===== src/hdl/pcgbr_pkg.sv =====
package pcgbr_pkg;

  localparam logic [63:0] PCG_MULT = 64'h5851_F42D_4C95_7F2D;
  localparam logic [63:0] PCG_INC  = 64'h1405_7B7E_F767_814F;

  // action codes carried in the input item
  localparam logic [1:0] ACT_SEED    = 2'd0;
  localparam logic [1:0] ACT_RAW     = 2'd1;
  localparam logic [1:0] ACT_BOUNDED = 2'd2;
  localparam logic [1:0] ACT_FRAC    = 2'd3;

  // operand selection for the shared 32x32 multiplier
  localparam logic [2:0] MUL_SL_ML  = 3'd0;
  localparam logic [2:0] MUL_SL_MH  = 3'd1;
  localparam logic [2:0] MUL_SH_ML  = 3'd2;
  localparam logic [2:0] MUL_RNG_W1 = 3'd3;
  localparam logic [2:0] MUL_RNG_W2 = 3'd4;

  typedef struct packed {
    logic       load;      // capture the accepted item
    logic [2:0] mul_sel;   // multiplier operand pair
    logic       acc_load;  // acc = product + increment
    logic       acc_add;   // upper acc half += product low half
    logic       commit;    // write the advanced state
    logic       cap_word;  // capture the permuted word of the current state
    logic       word_idx;  // 0: first word, 1: second word
    logic       save_hi;   // hold range * first word
    logic       save_bnd;  // form the bounded result
    logic       out_load;  // fill the output register
  } pcgbr_cmd_t;

  typedef struct packed {
    logic [1:0] action;
    logic       range_err;
  } pcgbr_stat_t;

endpackage


===== src/hdl/pcg32_bounded_random.sv =====
// PCG XSH-RR variant (xorshift of 21), 64-bit state, one result item per input
// item. The action in in_tuser picks seed (state = seed + increment, then one advance),
// raw 32-bit word, bounded integer in [range_low, range_high) built from two
// words with multiply-high steps, or a 24-bit unit fraction. A bounded request
// with range_low >= range_high (signed compare) returns range_low with range_error set and
// leaves the state alone. One input item is in flight at a time; the finished
// result waits in an output register, so the next item is taken while it
// waits. Every 64-bit state advance and every range product runs through one
// shared 32x32 multiplier. The generator state resets to zero.
module pcg32_bounded_random (
  input  logic         clk,
  input  logic         rst_n,
  input  logic         in_tvalid,
  output logic         in_tready,
  input  logic [127:0] in_tdata,   // seed_value[63:0], range_low[95:64], range_high[127:96]
  input  logic [1:0]   in_tuser,   // action[1:0]
  output logic         out_tvalid,
  input  logic         out_tready,
  output logic [87:0]  out_tdata,  // raw_word[31:0], bounded_value[63:32], unit_fraction[87:64]
  output logic [0:0]   out_tuser   // range_error[0]
);

  pcgbr_pkg::pcgbr_cmd_t  cmd;
  pcgbr_pkg::pcgbr_stat_t stat;

  logic [31:0] raw_word;
  logic [31:0] bounded_value;
  logic [23:0] unit_fraction;
  logic        range_error;

  // sequencer: owns the handshakes and steps the multiplier schedule
  pcgbr_ctrl u_ctrl (
    .clk        (clk),
    .rst_n      (rst_n),
    .in_tvalid  (in_tvalid),
    .in_tready  (in_tready),
    .out_tvalid (out_tvalid),
    .out_tready (out_tready),
    .stat       (stat),
    .cmd        (cmd)
  );

  // datapath: state, shared multiplier, word permute, result register
  pcgbr_dp u_dp (
    .clk           (clk),
    .rst_n         (rst_n),
    .cmd           (cmd),
    .stat          (stat),
    .in_action     (in_tuser),
    .in_seed       (in_tdata[63:0]),
    .in_low        (in_tdata[95:64]),
    .in_high       (in_tdata[127:96]),
    .raw_word      (raw_word),
    .bounded_value (bounded_value),
    .unit_fraction (unit_fraction),
    .range_error   (range_error)
  );

  // pack the result item
  assign out_tdata = {unit_fraction, bounded_value, raw_word};
  assign out_tuser = range_error;

endmodule


===== src/hdl/pcgbr_ctrl.sv =====
module pcgbr_ctrl (
  input  logic                   clk,
  input  logic                   rst_n,
  input  logic                   in_tvalid,
  output logic                   in_tready,
  output logic                   out_tvalid,
  input  logic                   out_tready,
  input  pcgbr_pkg::pcgbr_stat_t stat,
  output pcgbr_pkg::pcgbr_cmd_t  cmd
);

  localparam logic [3:0] S_IDLE  = 4'd0;
  localparam logic [3:0] S_CHECK = 4'd1;
  localparam logic [3:0] S_W0    = 4'd2;
  localparam logic [3:0] S_W1    = 4'd3;
  localparam logic [3:0] S_W2    = 4'd4;
  localparam logic [3:0] S_W3    = 4'd5;
  localparam logic [3:0] S_R1    = 4'd6;
  localparam logic [3:0] S_R2    = 4'd7;
  localparam logic [3:0] S_R3    = 4'd8;
  localparam logic [3:0] S_DONE  = 4'd9;

  logic [3:0] state_r, state_nxt;
  logic       second_r, second_nxt;
  logic       out_valid_r, out_valid_nxt;
  logic       bounded;

  assign bounded    = (stat.action == pcgbr_pkg::ACT_BOUNDED);
  assign in_tready  = (state_r == S_IDLE);
  assign out_tvalid = out_valid_r;

  always_comb begin
    state_nxt    = state_r;
    second_nxt   = second_r;
    cmd          = '0;
    cmd.mul_sel  = pcgbr_pkg::MUL_SL_ML;
    cmd.word_idx = second_r;
    case (state_r)
      S_IDLE: begin
        if (in_tvalid) begin
          cmd.load  = 1'b1;
          state_nxt = S_CHECK;
        end
      end
      S_CHECK: begin
        second_nxt = 1'b0;
        if (bounded && stat.range_err) state_nxt = S_DONE;
        else                           state_nxt = S_W0;
      end
      S_W0: begin
        cmd.mul_sel  = pcgbr_pkg::MUL_SL_ML;
        cmd.cap_word = 1'b1;
        state_nxt    = S_W1;
      end
      S_W1: begin
        cmd.mul_sel  = pcgbr_pkg::MUL_SL_MH;
        cmd.acc_load = 1'b1;
        state_nxt    = S_W2;
      end
      S_W2: begin
        cmd.mul_sel = pcgbr_pkg::MUL_SH_ML;
        cmd.acc_add = 1'b1;
        state_nxt   = S_W3;
      end
      S_W3: begin
        cmd.commit = 1'b1;
        if (bounded && !second_r) begin
          second_nxt = 1'b1;
          state_nxt  = S_W0;
        end else if (bounded) begin
          state_nxt = S_R1;
        end else begin
          state_nxt = S_DONE;
        end
      end
      S_R1: begin
        cmd.mul_sel = pcgbr_pkg::MUL_RNG_W1;
        state_nxt   = S_R2;
      end
      S_R2: begin
        cmd.mul_sel = pcgbr_pkg::MUL_RNG_W2;
        cmd.save_hi = 1'b1;
        state_nxt   = S_R3;
      end
      S_R3: begin
        cmd.save_bnd = 1'b1;
        state_nxt    = S_DONE;
      end
      S_DONE: begin
        if (!out_valid_r || out_tready) begin
          cmd.out_load = 1'b1;
          state_nxt    = S_IDLE;
        end
      end
      default: state_nxt = S_IDLE;
    endcase
  end

  always_comb begin
    if (cmd.out_load)     out_valid_nxt = 1'b1;
    else if (out_tready)  out_valid_nxt = 1'b0;
    else                  out_valid_nxt = out_valid_r;
  end

  always_ff @(posedge clk) begin
    if (!rst_n) begin
      state_r     <= S_IDLE;
      second_r    <= 1'b0;
      out_valid_r <= 1'b0;
    end else begin
      state_r     <= state_nxt;
      second_r    <= second_nxt;
      out_valid_r <= out_valid_nxt;
    end
  end

  // an accepted item always starts its decode step
  a_accept_check: assert property (@(posedge clk) disable iff (!rst_n)
    (in_tvalid && in_tready) |=> (state_r == S_CHECK))
    else $error("accepted item did not enter decode");

  // never overwrite a result that has not been taken
  a_no_overwrite: assert property (@(posedge clk) disable iff (!rst_n)
    cmd.out_load |-> (!out_valid_r || out_tready))
    else $error("output register overwritten");

  // an empty range skips the generator entirely
  a_err_skip: assert property (@(posedge clk) disable iff (!rst_n)
    ((state_r == S_CHECK) && bounded && stat.range_err) |=> (state_r == S_DONE))
    else $error("range error advanced the generator");

  // the range products follow only the second word of a bounded draw
  a_range_after_two: assert property (@(posedge clk) disable iff (!rst_n)
    (state_r == S_R1) |-> (second_r && bounded))
    else $error("range multiply without two words");

endmodule


===== src/hdl/pcgbr_dp.sv =====
module pcgbr_dp (
  input  logic                   clk,
  input  logic                   rst_n,
  input  pcgbr_pkg::pcgbr_cmd_t  cmd,
  output pcgbr_pkg::pcgbr_stat_t stat,
  input  logic [1:0]             in_action,
  input  logic [63:0]            in_seed,
  input  logic [31:0]            in_low,
  input  logic [31:0]            in_high,
  output logic [31:0]            raw_word,
  output logic [31:0]            bounded_value,
  output logic [23:0]            unit_fraction,
  output logic                   range_error
);

  logic [63:0] state_r;
  logic [1:0]  action_r;
  logic [31:0] low_r, high_r;
  logic [63:0] prod_r, acc_r, hi_r;
  logic [31:0] w1_r, w2_r, bnd_r;
  logic [31:0] raw_r, bval_r;
  logic [23:0] frac_r;
  logic        err_r;

  logic [63:0] xs;
  logic [31:0] xw, word;
  logic [63:0] ww;
  logic [4:0]  rot;
  logic [31:0] op_a, op_b, range;
  logic [63:0] prod_nxt;
  logic [32:0] lo_sum;
  logic [31:0] off;
  logic        err;

  // permuted output of the current state
  assign rot  = state_r[63:59];
  assign xs   = state_r ^ (state_r >> 21);
  assign xw   = xs[58:27];
  assign ww   = {xw, xw} >> rot;
  assign word = ww[31:0];

  assign err   = ($signed(low_r) >= $signed(high_r));
  assign range = high_r - low_r;

  assign stat.action    = action_r;
  assign stat.range_err = err;

  always_comb begin
    case (cmd.mul_sel)
      pcgbr_pkg::MUL_SL_ML:  begin op_a = state_r[31:0];  op_b = pcgbr_pkg::PCG_MULT[31:0];  end
      pcgbr_pkg::MUL_SL_MH:  begin op_a = state_r[31:0];  op_b = pcgbr_pkg::PCG_MULT[63:32]; end
      pcgbr_pkg::MUL_SH_ML:  begin op_a = state_r[63:32]; op_b = pcgbr_pkg::PCG_MULT[31:0];  end
      pcgbr_pkg::MUL_RNG_W1: begin op_a = range;          op_b = w1_r;                       end
      pcgbr_pkg::MUL_RNG_W2: begin op_a = range;          op_b = w2_r;                       end
      default:               begin op_a = '0;             op_b = '0;                         end
    endcase
  end

  assign prod_nxt = {32'd0, op_a} * {32'd0, op_b};

  assign lo_sum = {1'b0, hi_r[31:0]} + {1'b0, prod_r[63:32]};
  assign off    = hi_r[63:32] + {31'd0, lo_sum[32]};

  always_ff @(posedge clk) begin
    if (!rst_n) begin
      state_r <= '0;
    end else if (cmd.load && (in_action == pcgbr_pkg::ACT_SEED)) begin
      state_r <= in_seed + pcgbr_pkg::PCG_INC;
    end else if (cmd.commit) begin
      state_r <= {acc_r[63:32] + prod_r[31:0], acc_r[31:0]};
    end
  end

  always_ff @(posedge clk) begin
    prod_r <= prod_nxt;
    if (cmd.load) begin
      action_r <= in_action;
      low_r    <= in_low;
      high_r   <= in_high;
    end
    if (cmd.acc_load) acc_r <= prod_r + pcgbr_pkg::PCG_INC;
    else if (cmd.acc_add) acc_r <= {acc_r[63:32] + prod_r[31:0], acc_r[31:0]};
    if (cmd.cap_word && !cmd.word_idx) w1_r <= word;
    if (cmd.cap_word && cmd.word_idx)  w2_r <= word;
    if (cmd.save_hi)  hi_r  <= prod_r;
    if (cmd.save_bnd) bnd_r <= low_r + off;
    if (cmd.out_load) begin
      raw_r  <= (action_r == pcgbr_pkg::ACT_RAW) ? w1_r : '0;
      frac_r <= (action_r == pcgbr_pkg::ACT_FRAC) ? w1_r[31:8] : '0;
      err_r  <= (action_r == pcgbr_pkg::ACT_BOUNDED) && err;
      if (action_r == pcgbr_pkg::ACT_BOUNDED) bval_r <= err ? low_r : bnd_r;
      else                                    bval_r <= '0;
    end
  end

  assign raw_word      = raw_r;
  assign bounded_value = bval_r;
  assign unit_fraction = frac_r;
  assign range_error   = err_r;

endmodule

===== config.mk =====
export PLATFORM = sky130hd
export DESIGN_NAME = pcg32_bounded_random
export DESIGN_NICKNAME = d
export VERILOG_FILES = /design/src/hdl/pcgbr_pkg.sv /design/src/hdl/pcg32_bounded_random.sv /design/src/hdl/pcgbr_ctrl.sv /design/src/hdl/pcgbr_dp.sv
export SDC_FILE = /design/constraint.sdc
export NUM_CORES = 2
export LEC_CHECK = 0
export BUFFER_PORTS_ARGS = -buffer_cell sky130_fd_sc_hd__buf_2
export CAP_MARGIN = 20
export CORE_UTILIZATION = 33
export DETAILED_ROUTE_END_ITERATION = 16
export PLACE_DENSITY = 0.46
export SETUP_SLACK_MARGIN = 0.4
export SYNTH_ARGS = -nofsm -noshare
export SYNTH_HDL_FRONTEND = slang
export SYNTH_SLANG_ARGS = --single-unit
export TNS_END_PERCENT = 5

===== constraint.sdc =====
create_clock -name clk -period 11.06 [get_ports clk]
set_input_delay 1.106 -clock clk [delete_from_list [all_inputs] [get_ports clk]]
set_output_delay 1.106 -clock clk [all_outputs]
set_load 0.01 [all_outputs]

Yosys cells after proc, flatten, opt, wreduce, memory -nomap -nowiden --
Cells that the tools add are included.
Word-level totals: register bits after elaboration 513, latch bits 0, memory bits (writable) 0, bits in read-only memories 0, input bits 134, output and inout port bits 91, logic and storage cells 96, memories 0
Cells by class: add/subtract/negate cells 7, multipliers 1, div/mod/pow operators 0, $lt $le $gt $ge 1, equal/unequal tests 19, shift-type cells 1, mux-type cells 28, bitwise operators 1, reduce and logical (&&, ||, !) cells 20
Operator list (count):
- 2-to-1 mux 64 bit | 4
- adder 64 x 61 -> 64 bit, second input constant | 2
- case mux 32 bit (4 select lines) | 1
- case mux 32 bit (3 select lines) | 1
- adder 32 bit | 2
- multiplier 32 x 32 -> 64 bit | 1
- right shift 64 x 5 -> 32 bit | 1
- bitwise XOR 59 x 43 -> 59 bit | 1
- case mux 4 bit (10 select lines) | 1
- adder 32 x 32 -> 33 bit | 1
- adder 32 x 1 -> 32 bit | 1
- greater-or-equal comparator 32 bit | 1
- 2-to-1 mux 32 bit | 1
- subtractor 32 bit | 1
- 2-to-1 mux 4 bit | 5
- equality test 4 x 3 -> 1 bit, second input constant | 4
- 2-to-1 mux 1 bit | 13
- case mux 3 bit (4 select lines) | 1
- equality test 4 x 2 -> 1 bit, second input constant | 2
- equality test 4 bit, second input constant | 2
- nonzero test 2 bit | 4
- equality test 3 x 2 -> 1 bit, second input constant | 2
- OR reduction 2 bit | 3
- logical AND 1 bit | 5
- other kinds (14) | 18

Longest topological paths before layout --
word-level depth 6, depth in mapped cells 41, depth with buffers taken out 38

Modules after synthesis --
A second synthesis with hierarchy kept.
Unflattened totals: cells, all modules 6640, area total of the unflattened synthesis 61876.8 um^2
By module, submodules not included:
- pcgbr_dp | instances 1, cells each 6581, area each 61383.9 um^2, seq. area each 13943.4 um^2
- pcgbr_ctrl | instances 1, cells each 59, area each 493.0 um^2, seq. area each 120.1 um^2

Worst setup path before layout --
No wires, ideal clock.
kind reg2reg, start register u_ctrl.state_r[2], end register u_dp.prod_r[56], setup time 123 ps, arrival time 10370 ps, path slack 567 ps, cell stages (with the launch flop) 34, path buffers 5, period minus slack after synthesis 10493 ps, cells stage by stage dfxtp_1 > clkbuf_1 > inv_1 > nor2_1 > nand2_1 > inv_1 > clkbuf_1 > buf_1 > a22o_1 > clkbuf_1 > nand2_1 > fa_1 > inv_1 > fa_1 > fa_1 > fa_1 > fa_1 > fa_1 > fa_1 > inv_1 > fa_1 > inv_1 > ha_1 > clkbuf_1 > a21oi_1 > o21ai_0 > a21oi_1 > o21ai_0 > a2111oi_0 > o21ai_0 > o21ai_0 > nor3b_1 > o31ai_1 > xnor2_1
On the way: word-level cells in the longest chain between the ends 6, elaborated cells on any way between the ends 16, classes of those cells mul (1); eq/ne (8); mux (3); reduce/logical (4)
Ends and longest elaborated chain:
- from (decl) | line pcgbr_ctrl.sv:23 | logic [3:0] state_r, state_nxt;
- from (signal assigned) | line pcgbr_ctrl.sv:111 | state_r <= state_nxt;
- equality test 4 x 3 -> 1 bit or equality test 4 x 2 -> 1 bit (tied branches) | line pcgbr_ctrl.sv:38 | case (state_r)
- case mux 3 bit (4 select lines) (*) | line pcgbr_ctrl.sv:38
- equality test 3 x 2 -> 1 bit, or another cell as far along | line pcgbr_dp.sv:49 | case (cmd.mul_sel)
- OR reduction 2 bit (no line)
- case mux 32 bit (4 select lines) or case mux 32 bit (3 select lines) (tied branches) | line pcgbr_dp.sv:49
- multiplier 32 x 32 -> 64 bit (*) | line pcgbr_dp.sv:59 | assign prod_nxt = {32'd0, op_a} * {32'd0, op_b};
- net u_dp.prod_nxt[56] | line pcgbr_dp.sv:30 | logic [63:0] prod_nxt;
- to (signal assigned) | line pcgbr_dp.sv:75 | prod_r <= prod_nxt;
- to (decl) | line pcgbr_dp.sv:19 | logic [63:0] prod_r, acc_r, hi_r;
The timed path passes the listed nets; every way through them passes the cells marked *. A chain may end at the register's enable or synchronous reset.

Final worst setup path --
start register u_dp.high_r[1], end register u_dp.prod_r[61]
On the way: word-level cells in the longest chain between the ends 3
Ends and longest elaborated chain:
- from (decl) | line pcgbr_dp.sv:18 | logic [31:0] low_r, high_r;
- from (signal assigned) | line pcgbr_dp.sv:79 | high_r <= in_high;
- subtractor 32 bit | line pcgbr_dp.sv:43 | assign range = high_r - low_r;
- case mux 32 bit (3 select lines) | line pcgbr_dp.sv:49
- multiplier 32 x 32 -> 64 bit | line pcgbr_dp.sv:59
- net u_dp.prod_nxt[61] | line pcgbr_dp.sv:30
The timed path passes the listed nets, and every way through them passes these cells.

==> metrics.yaml <==
place:
  dp_hpwl_mm: 200
  gp_congestion: 0.969
  place_inst: 9109
  numPortBuffers: 224
  dp_slack_ps: 35.9
  placed_area_mm2: 0.0660
cells_and_area:
  areaGrowthSynthToFinish_pct: 12.5
  finalNonFillerCells: 9240
  layout_commonest_cell: "inv_1"
  n_fill_cell: 18670
  layout_common_cells: "1037 x inv_1, 900 x fa_1, 778 x nand2_1"
  nNetsFinal: 8173
  fin_area_mm2: 0.0684
  drive_gt1_share_pct: 10.8
  fin_util_pct: 37.4
sta:
  timing.slew.headroom_pct: 13.1
  tightest_slew_ps: 1290
  fmax_ghz: 0.0973
  final-setup-viol-count: 0
  fin_crit_sh_pct: 92.9
  whs_ps: 495
  final_hold_viol_count: 0
  rsz0062_at_grt: "true"
  setup_tns_ps: 0
  finClkSkew_ps: 52.4
  slew_violations: 0
  layout_min_cycle_time_ps: 10280
  layout_setup_ws_ps: 781
clocking:
  cts.clk_slew.worst_paths_ps: 60
  clk_latency_ps: 700
  cts_sinks: 513
  clock_path_buffers: 3
  clock-root-buffer: "clkbuf_16"
  htree_levels: 2
  cts_tree: "built"
  cts_buffers: 60
critical_path:
  r2r_start: "u_dp.high_r[1]"
  critical_path_arrival_ps: 10890
  crit_required_ps: 11670
  worst_setup_path_endpoint: "u_dp.prod_r[61]"
  path_depth: 37
  path_buf_inv: 7
  cp_top_family: "adder cells"
  critPathLaunchType: "flip-flop"
  worst_path_max_delay_cell: "fa_1"
  worstReg2RegEnd: "u_dp.prod_r[61]"
  setup.worst_path.start: "u_dp.high_r[1]"
  cpMostUsedCell: "fa_1"
  reg2reg_slack_ps: 780
  cp_max_fo: 18
  cp_slowest_stage_delay_ps: 590
  rr_worst_depth: 37
  critPathKind: "flip-flop to flip-flop"
  crit_path_end_kind: "flip-flop"
logic_synthesis:
  synth_seq_cells: 513
  yosys_warnings: 0
  syn_nets: 7962
  synthCells: 6508
  async_reset_ff_share_pct: 0
  ys_seq_area_share_pct: 23.1
  netlist_area_mm2: 0.0608
  syn_area_per_cell_um2: 9.35
  synth_edf_count: 379
  synth_ff_type: "edfxtp_1"
  synth.distinct_cells: 90
power:
  swShare_pct: 51.5
  power_frac_clock_pct: 12.5
  combPwrFrac_pct: 68.5
  seqPwrFrac_pct: 19.0
  p_int_mw: 7.72
  irDropWorstVdd_v: 0.000376
  p_per_area_mw_per_mm2: 232
  power_leakage_nw: 31.7
  p_switching_mw: 8.18
  finalPower_mw: 15.9
floorplanning:
  die_y_um: 431
  die_area_mm2: 0.186
  initial_core_util_pct: 33.2
  die_width_um: 431
  num_io_pins: 225
  rows: 157
  core_mm2: 0.183
route:
  wl_per_cell_um: 25.9
  ant_nets: 0
  drc: 0
  vias_per_cell: 5.23
  via_count: 48287
  firstDrtPassIters: 6
  detail_route.iter0.violations: 4262
  routed_wl_mm: 239
global_routing:
  grt_first_pass_wirelength_mm: 347
  antenna_found_initial: 20
  overflow: 0
  busiest_layer: "met2"
  grtUsageTotal_pct: 25.8
  grt_max_degree: 67
  met1_usage_pct: 35.7
  grt_util_met2_pct: 41.8
  grt_pass1_vias: 48906
  use_met3_pct: 3.26
run_status:
  status: "finished, final reports clean"
worst_hold_path:
  hold_path_class: "flip-flop to flip-flop"
run:
  drv_cap: 0
-- cell type report --
cell class              count  area (um2)  share of cell area [%]
multi-input cells        4637       42300                    61.8
flip-flops and latches    513       14100                    20.5
inverters                1043        3920                    5.72
repair buffers            464        3100                    4.52
well taps                2464        3080                    4.50
clock buffers              84        1740                    2.54
clock inverters            26         210                   0.307
diodes                      9        22.5                  0.0329
-- worst min-delay path: cells and delay by family (launching register included) --
kind / cells / cell delay [ps]
AO/OA/AOI/OAI: 1 / 60
flip-flops: 1 / 320
AND/OR/NAND/NOR: 1 / 80
-- worst min-delay path by stage --
stage                      startpoint                end  cells past startpoint
floorplan             u_dp.prod_r[39]      u_dp.hi_r[39]                      0
global placement      u_dp.state_r[7]    u_dp.state_r[7]                      2
detailed placement  u_ctrl.out_tvalid  u_ctrl.out_tvalid                      2
CTS                 u_ctrl.out_tvalid  u_ctrl.out_tvalid                      2
global route         u_dp.state_r[14]   u_dp.state_r[14]                      2
finish              u_ctrl.out_tvalid  u_ctrl.out_tvalid                      2
-- power groups by stage --
stage / clock network, mW / registers [mW] / logic, mW
final: 1.99 / 3.03 / 10.9
after floorplan: 0 / 2.69 / 6.70
after detailed placement: 0 / 3.05 / 10.5
after CTS: 2.03 / 3.02 / 10.7
after global routing: 2.10 / 3.03 / 11.9
after global placement: 0 / 3.06 / 10.6
-- cell families after synthesis --
group / Yosys count / synth area share, %
simple gates: 2002 / 14.1
compound gates: 945 / 10.4
mux: 124 / 2.26
flops: 513 / 23.1
fa+ha+maj: 1320 / 38.3
buf+inv: 1358 / 8.39
xor+xnor: 246 / 3.54
-- synthesized netlist by cell type (11+ instances only) --
cell | instances | area [um2]
a22o_1 | 15 | 131
o21ai_0 | 177 | 886
a211oi_1 | 34 | 255
nor2b_1 | 32 | 200
clkbuf_1 | 281 | 1050
o22ai_1 | 15 | 93.8
edfxtp_1 | 379 | 11400
a22oi_1 | 37 | 278
xor2_1 | 94 | 823
nor4_1 | 14 | 87.6
nand4_1 | 35 | 219
o21ai_1 | 18 | 90.1
nand2b_1 | 42 | 263
o21a_1 | 32 | 240
dfxtp_1 | 134 | 2680
o22a_1 | 12 | 105
inv_1 | 1040 | 3900
buf_1 | 29 | 109
and3_1 | 59 | 369
o21bai_1 | 40 | 300
and4_1 | 11 | 96.3
nor3_1 | 50 | 250
mux2i_1 | 93 | 931
a21oi_1 | 234 | 1170
mux2_2 | 21 | 236
nor2_1 | 782 | 2940
or3_1 | 25 | 156
nand3_1 | 49 | 245
a31oi_1 | 27 | 169
o31ai_1 | 15 | 113
o211ai_1 | 14 | 105
a211o_1 | 16 | 140
nand2_1 | 782 | 2940
or2_2 | 16 | 100
and2_1 | 66 | 413
a21o_1 | 101 | 758
a221o_1 | 11 | 110
xnor2_1 | 152 | 1330
ha_1 | 420 | 5260
a221oi_1 | 23 | 201
fa_1 | 900 | 18000
a311oi_1 | 31 | 272
-- layer usage --
| metal | vias to the layer above | wire length [um] | share of wire, % |
|---|---|---|---|
| li1 | 21432 | - | - |
| met1 | 24934 | 103000 | 43 |
| met2 | 1624 | 110000 | 46 |
| met3 | 297 | 16700 | 7.0 |
| met4 | 0 | 9610 | 4.0 |
| met5 | - | 0 | 0 |
-- state kept, by name, indices dropped and copies added, names as in the netlist, 64 cells and up --
name	flops
u_dp.acc_r	64
u_dp.state_r	64
u_dp.hi_r	64
u_dp.prod_r	64
-- timing repair --
action	CTS	global route
gates resized for setup	12	83
pin swaps	0	13
setup buffers	2	10
setup endpoints to repair	26	28
hold buffers	0	0
Note: power is estimated with default switching activity, not from simulation.
